**src/sv/sfd_pkg.sv**
```systemverilog
package sfd_pkg;

    // default sizes
    localparam int STORE_DEPTH_DEF = 32768;
    localparam int SAMPLE_BITS_DEF = 16;

    // q1.15 gain constants
    localparam int GAIN_ONE  = 32768;
    localparam int GAIN_HALF = 16384;

    // configuration port shape and register reset values
    localparam int CFG_IDX_W  = 2;
    localparam int CFG_DATA_W = 16;
    localparam logic [15:0] DELAY_RST    = 16'd13230;
    localparam logic [14:0] FEEDBACK_RST = 15'd16384;
    localparam logic [15:0] MIX_RST      = 16'd16384;

    // configuration register map
    typedef enum logic [CFG_IDX_W-1:0] {
        REG_DELAY    = 2'd0,
        REG_FEEDBACK = 2'd1,
        REG_MIX      = 2'd2
    } cfg_reg_t;

    // stage load strobes handed to each channel datapath
    typedef struct packed {
        logic s2_load;
        logic out_load;
    } sfd_ctrl_t;

endpackage

```
**src/sv/sfd_chan.sv**
```systemverilog
module sfd_chan #(
    parameter int SAMPLE_BITS = sfd_pkg::SAMPLE_BITS_DEF
) (
    input  logic                          clk,
    input  sfd_pkg::sfd_ctrl_t            ctrl,
    input  logic signed [SAMPLE_BITS-1:0] sample,
    input  logic signed [SAMPLE_BITS-1:0] delayed,
    input  logic        [14:0]            fb_gain,
    input  logic        [15:0]            wet_gain,
    input  logic        [15:0]            dry_gain,
    output logic signed [SAMPLE_BITS-1:0] store_val,
    output logic signed [SAMPLE_BITS-1:0] mix_out
);
    import sfd_pkg::*;

    localparam int SB = SAMPLE_BITS;

    localparam logic signed [SB-1:0] SAT_MAX = {1'b0, {(SB-1){1'b1}}};
    localparam logic signed [SB-1:0] SAT_MIN = {1'b1, {(SB-1){1'b0}}};

    // feedback path: delayed * gain, rounded, added to the input
    logic signed [SB+15:0] fb_prod;
    logic signed [SB+15:0] fb_round;
    logic signed [SB:0]    fb_term;
    logic signed [SB+1:0]  store_sum;

    assign fb_prod   = delayed * $signed({1'b0, fb_gain});
    assign fb_round  = fb_prod + (SB+16)'(GAIN_HALF);
    assign fb_term   = fb_round[SB+15:15];
    assign store_sum = {sample[SB-1], sample[SB-1], sample} + {fb_term[SB], fb_term};

    always_comb
    begin
        if ((&store_sum[SB+1:SB-1]) || !(|store_sum[SB+1:SB-1]))
        begin
            store_val = store_sum[SB-1:0];
        end
        else if (store_sum[SB+1])
        begin
            store_val = SAT_MIN;
        end
        else
        begin
            store_val = SAT_MAX;
        end
    end

    // mix path: products registered, then summed and saturated
    logic signed [SB+16:0] dry_prod;
    logic signed [SB+16:0] wet_prod;
    logic signed [SB+16:0] dry_prod_reg;
    logic signed [SB+16:0] wet_prod_reg;
    logic signed [SB+17:0] mix_sum;
    logic signed [SB+2:0]  mix_term;
    logic signed [SB-1:0]  mix_sat;

    assign dry_prod = sample * $signed({1'b0, dry_gain});
    assign wet_prod = delayed * $signed({1'b0, wet_gain});

    assign mix_sum  = {dry_prod_reg[SB+16], dry_prod_reg}
                    + {wet_prod_reg[SB+16], wet_prod_reg}
                    + (SB+18)'(GAIN_HALF);
    assign mix_term = mix_sum[SB+17:15];

    always_comb
    begin
        if ((&mix_term[SB+2:SB-1]) || !(|mix_term[SB+2:SB-1]))
        begin
            mix_sat = mix_term[SB-1:0];
        end
        else if (mix_term[SB+2])
        begin
            mix_sat = SAT_MIN;
        end
        else
        begin
            mix_sat = SAT_MAX;
        end
    end

    always_ff @(posedge clk)
    begin
        if (ctrl.s2_load)
        begin
            dry_prod_reg <= dry_prod;
            wet_prod_reg <= wet_prod;
        end
        if (ctrl.out_load)
        begin
            mix_out <= mix_sat;
        end
    end

endmodule

```
**config.mk**
```make
export PLATFORM = sky130hd
export DESIGN_NAME = sfd_chan
export DESIGN_NICKNAME = d
export VERILOG_FILES = /design/src/sv/sfd_pkg.sv /design/src/sv/sfd_chan.sv
export SDC_FILE = /design/constraint.sdc
export NUM_CORES = 2
export LEC_CHECK = 0
export BUFFER_PORTS_ARGS = -buffer_cell sky130_fd_sc_hd__buf_2
export CAP_MARGIN = 20
export CORE_ASPECT_RATIO = 1.4
export CORE_MARGIN = 2
export CORE_UTILIZATION = 55
export CTS_BUF_LIST = sky130_fd_sc_hd__clkbuf_4 sky130_fd_sc_hd__clkbuf_8
export CTS_CLUSTER_SIZE = 12
export DETAILED_ROUTE_END_ITERATION = 6
export GPL_ROUTABILITY_DRIVEN = 0
export PLACE_DENSITY = 0.81
export RECOVER_POWER = 50
export SLEW_MARGIN = 20
export SYNTH_ARGS = -nofsm -noshare
export SYNTH_HDL_FRONTEND = slang
export SYNTH_SLANG_ARGS = --single-unit
```
**constraint.sdc**
```tcl
create_clock -name clk -period 8.4 [get_ports clk]
set_input_delay 0.84 -clock clk [delete_from_list [all_inputs] [get_ports clk]]
set_output_delay 0.84 -clock clk [all_outputs]
set_load 0.1 [all_outputs]
```
Word level (Yosys, flattened, before mapping)
Cells that the tools add are included.
{ "word_totals": {"regBits": 82, "in_bits": 82, "out_inout_bits": 32, "word_cells": 22} }
{ "classes": {"addsub": 4, "muxes": 4, "n_mul": 3, "reduce_logical": 8} }
{ "ops": {"columns": ["cell", "count"], "rows": [
  ["16-bit by 17-bit multiplier with 33-bit output", 2],
  ["16-bit 2-to-1 mux", 4],
  ["33-bit by 33-bit adder with 34-bit output", 1],
  ["34-bit by 15-bit adder with 34-bit output, second input constant", 1],
  ["32-bit by 16-bit adder with 32-bit output, second input constant", 1],
  ["16-bit by 16-bit multiplier with 32-bit output", 1],
  ["16-bit by 17-bit adder with 18-bit output", 1],
  ["4-bit AND reduction", 1],
  ["4-bit OR reduction", 1],
  ["3-bit AND reduction", 1],
  ["3-bit OR reduction", 1],
  ["1-bit logical NOT", 2],
  ["1-bit logical OR", 2]
]} }

Logic depth before layout (Yosys ltp)
{ "depth": {"depth_word": 7, "mapped_depth": 33, "mapped_depth_nobuf": 31} }

Worst setup path before layout
No wires, ideal clock.
{ "synth_timing": {"path_type": "in2out", "startpoint": "input fb_gain[8]", "endpoint": "output store_val[5]", "cell_stages": 31, "path_slack_ps": -2375, "n_path_buf": 1, "required_time_ps": 7560, "arrival_time_ps": 9935, "path_cell_list": "clkbuf_1 nand2_1 fa_1 inv_1 fa_1 inv_1 fa_1 inv_1 fa_1 fa_1 inv_1 fa_1 inv_1 ha_1 and2_1 a2111oi_2 o31ai_1 o211ai_2 a21boi_1 a21o_1 a21o_1 xor2_1 ha_1 a21o_1 a21o_1 a21oi_1 o41ai_2 a221o_2 nor2_1 a211oi_4 o21ai_0"} }
{ "synth_between": {"elab_chain_len": 7, "word_cells_on_any_way": 9, "cone_classes": "2 x add/sub; 1 x mul; 2 x mux; 4 x reduce/logical"} }
{ "synth_lines": {"columns": ["item", "line", "text"], "rows": [
  ["from (decl)", "sfd_chan.sv:8", "input logic [14:0] fb_gain,"],
  ["16-bit by 16-bit multiplier with 32-bit output *", "sfd_chan.sv:27", "assign fb_prod = delayed * $signed({1'b0, fb_gain});"],
  ["32-bit by 16-bit adder with 32-bit output *", "sfd_chan.sv:28", "assign fb_round = fb_prod + (SB+16)'(GAIN_HALF);"],
  ["16-bit by 17-bit adder with 18-bit output *", "sfd_chan.sv:30", "assign store_sum = {sample[SB-1], sample[SB-1], sample} + {fb_term[SB], fb_term};"],
  ["3-bit OR reduction", "sfd_chan.sv:34", "if ((&store_sum[SB+1:SB-1]) || !(|store_sum[SB+1:SB-1]))"],
  ["1-bit logical NOT", "sfd_chan.sv:34", null],
  ["1-bit logical OR", "sfd_chan.sv:34", null],
  ["16-bit 2-to-1 mux *", "sfd_chan.sv:34", null],
  ["to (decl)", "sfd_chan.sv:11", "output logic signed [SAMPLE_BITS-1:0] store_val,"]
]} }
Every way passes the cells marked *; elsewhere a longest branch is shown, timed or not.

Worst setup path in the final report
{ "layout_timing": {"startpoint": "input delayed[13]", "endpoint": "output store_val[0]"} }
{ "layout_between": {"elab_chain_len": 7, "word_cells_on_any_way": 9, "cone_classes": "2 x add/sub; 1 x mul; 2 x mux; 4 x reduce/logical"} }
{ "layout_lines": {"columns": ["item", "line", "text"], "rows": [
  ["from (decl)", "sfd_chan.sv:7", "input logic signed [SAMPLE_BITS-1:0] delayed,"],
  ["16-bit by 16-bit multiplier with 32-bit output *", "sfd_chan.sv:27", null],
  ["32-bit by 16-bit adder with 32-bit output *", "sfd_chan.sv:28", null],
  ["16-bit by 17-bit adder with 18-bit output *", "sfd_chan.sv:30", null],
  ["3-bit OR reduction", "sfd_chan.sv:34", null],
  ["1-bit logical NOT", "sfd_chan.sv:34", null],
  ["1-bit logical OR", "sfd_chan.sv:34", null],
  ["16-bit 2-to-1 mux *", "sfd_chan.sv:34", null]
]} }
Marked as above.

==> impl_metrics.csv <==
group,metric,value,unit
outcome,status,"finished with violations",
outcome,violations,"capacitance limit, slew limit, setup timing",
die,die_height,288.7,um
sta,setup_violations,16,
clock_tree,root_buffer,"clkbuf_8",
cells_and_area,stdcell_count,4431,
yosys,syn_avg_cell_area,9.138,um^2
route,drc,0,
yosys,synth_cell_types,71,
worst_hold_path,min_from,"wet_prod_reg[28]",
die,core_area,57390,um^2
sta,fin_skew,0.01503,ns
route,drtAntennaViolNets,0,
yosys,synth_area_leaders,"fa_1 40%, ha_1 16%, inv_1 9.6%",
yosys,synthArstFlopShare,0,
yosys,synthCells,3484,
setup_path,timing_worst_setup_path_type,"in2out",
placed_design,port_buffers,113,
clock_tree,hold_buffers,0,
cells_and_area,nets,4818,
sta,fin_setup_tns,-12.72,ns
setup_path,cpMostUsedCell,"fa_1",
setup_path,r2r_slack,4.82,ns
clock_tree,path_clk_slew,0.08,ns
cells_and_area,final_common_cell,"inv_1",
cells_and_area,drive_gt1_frac,0.1128,
grt,antenna_found_initial,2,
sta,min_period,9.274,ns
worst_hold_path,holdPathEnd,"mix_out[13]",
grt,overflow,0,
grt,grt_use_total,0.2619,
route,viasPerCell,5.500,
run,maxCapViolCount,1,
worst_hold_path,hold_path.class,"reg2reg",
die,die_x,207.3,um
clock_tree,htreeDepth,3,
setup_path,worstPathMaxFanout,10,
setup_path,cp_slowest_stage_delay,0.54,ns
clock_tree,clk_latency,0.38,ns
die,initial_core_util,0.5548,
sta,finalCritPeriodShare,1.104,
route,wl,75900,um
grt,grt_max_degree,67,
sta,worstMarginPinSlew,3.457,ns
sta,relSlewSlack,-1.305,
yosys,ys_seq_area_frac,0.07734,
placed_design,hpwl,63180,um
yosys,synth_warnings,0,
setup_path,regToRegStartpoint,"dry_prod_reg[4]",
grt,grt_pass1_wl,127000,um
clock_tree,cts_tree,"done",
yosys,synth-main-ff-cell,"edfxtp_1",
route,vias,24370,
yosys,syn_nets,4619,
cells_and_area,fillers,4559,
sta,report.final.slew_viol_count,67,
grt,grt_pass1_vias,26670,
route,post_drt_wl_per_cell,17.13,um
placed_design,dp_slack,-1.148,ns
setup_path,cp-end-kind,"primary output",
sta,max_freq,0.1078,GHz
cells_and_area,finish.utilization,0.6166,
setup_path,cp_slowest_cell,"fa_1",
placed_design,dp_cells,4400,
clock_tree,cts.sinks,82,
yosys,ys_ff_latch,82,
worst_hold_path,hold_depth,4,
clock_tree,cts_made_buffers,9,
setup_path,start_kind,"primary input",
cells_and_area,final_cell_mix,"808 x inv_1, 622 x fa_1, 448 x nand2_1, 411 x ha_1, 300 x and2_1",
sta,hold_viol,0,
setup_path,rr_worst_depth,11,
setup_path,cp-startpoint,"delayed[13]",
yosys,synth_area,31840,um^2
yosys,yosysTopAreaCellShare,0.3986,
die,die_area,59850,um^2
cells_and_area,syn2layout_area_growth,11.14,%
die,io_pins,114,
clock_tree,cts_buffer_depth,2,
sta,rsz0062_at_grt,"yes",
route,drt_iter0_drc,1323,
route,dr.pass1.iters,5,
yosys,yosys.area.top_type,"fa_1",
yosys,synth_edf_count,82,
die,row_count,104,
setup_path,critPathRequiredTime,7.56,ns
sta,worst_slack,-0.8736,ns
setup_path,r2r_end,"mix_out[14]",
setup_path,worst_ep_arrival_time,8.43,ns
-- synthesized netlist by cell type (12+ instances only) --
| cell | n |
|---|---|
| inv_1 | 818 |
| fa_1 | 634 |
| nand2_1 | 453 |
| ha_1 | 419 |
| and2_1 | 311 |
| clkbuf_1 | 113 |
| a21oi_1 | 92 |
| edfxtp_1 | 82 |
| nor2_1 | 79 |
| xnor2_1 | 72 |
| o21ai_0 | 56 |
| a21o_1 | 54 |
| nand2b_1 | 39 |
| xor2_1 | 36 |
| nor3_1 | 21 |
| nand3_1 | 20 |
| a211oi_1 | 19 |
| o21a_1 | 15 |
| nor2b_1 | 12 |
| o21ai_2 | 12 |
-- timing repair --
action,4_1_cts,5_1_grt
setup buffers,8,5
pin swaps,38,47
gates cloned,1,1
setup endpoints to repair,16,16
gates resized for setup,99,54
-- kinds of logic (layout without fill, tap and decap cells) --
kind of cell             Yosys count  in the layout  synth area share
adder cells (fa/ha/maj)         1053           1053            0.5633
AND/OR/NAND/NOR                  977            977            0.1506
buffers and inverters            938           1142            0.1115
AO/OA/AOI/OAI                    326            326           0.06748
XOR/XNOR                         108            108           0.02971
flip-flops                        82             82           0.07734
other                              0              1                 0
-- metrics by stage --
stage | hold WS, ns | instance area [um^2]
final | 0.9568 | 35390
after global routing | 1.012 | 35390
after CTS | 0.8713 | 35180
after detailed placement | 0.9475 | 34500
after global placement | 0.9261 | 34500
after floorplan | 0.8501 | 32090
-- worst max-delay path by stage --
stage / to / slack [ns] / cells after the start
2_1_floorplan: store_val[10] / -0.93 / 32
3_3_place_gp: store_val[5] / -1.03 / 33
3_5_place_dp: store_val[5] / -1.15 / 32
4_1_cts: store_val[0] / -1.00 / 35
5_1_grt: store_val[0] / -1.18 / 36
6_report: store_val[0] / -0.87 / 36
-- layout make-up --
| class | count | area [um^2] | area share |
|---|---|---|---|
| Clock buffer | 9 | 123.9 | 0.003501 |
| Inverter | 818 | 3074 | 0.08688 |
| Antenna cell | 1 | 2.502 | 0.00007072 |
| Multi-Input combinational cell | 2464 | 26240 | 0.7415 |
| Sequential cell | 82 | 2462 | 0.06959 |
| Clock inverter | 7 | 102.6 | 0.002899 |
| Tap cell | 742 | 928.4 | 0.02624 |
| Timing Repair Buffer | 308 | 2455 | 0.06938 |
-- critical path: cells and delay by family --
kind	cells	cell delay, ns
AO/OA/AOI/OAI	12	2.04
XOR/XNOR	1	0.15
adder cells (fa/ha/maj)	8	3.62
buffers and inverters	11	1.22
AND/OR/NAND/NOR	4	0.52
-- metal layers --
layer | global-route usage | vias up | wire [um]
met5 | 0 | - | 13
met4 | 0.1143 | 2 | 3528
met3 | 0.02740 | 284 | 4103
met2 | 0.4823 | 875 | 40190
met1 | 0.3104 | 12220 | 28060
li1 | - | 10980 | -
Power is left out: the tool's default activity adds up to more than one toggle a clock period on the data nets, which glitch-free logic cannot reach.
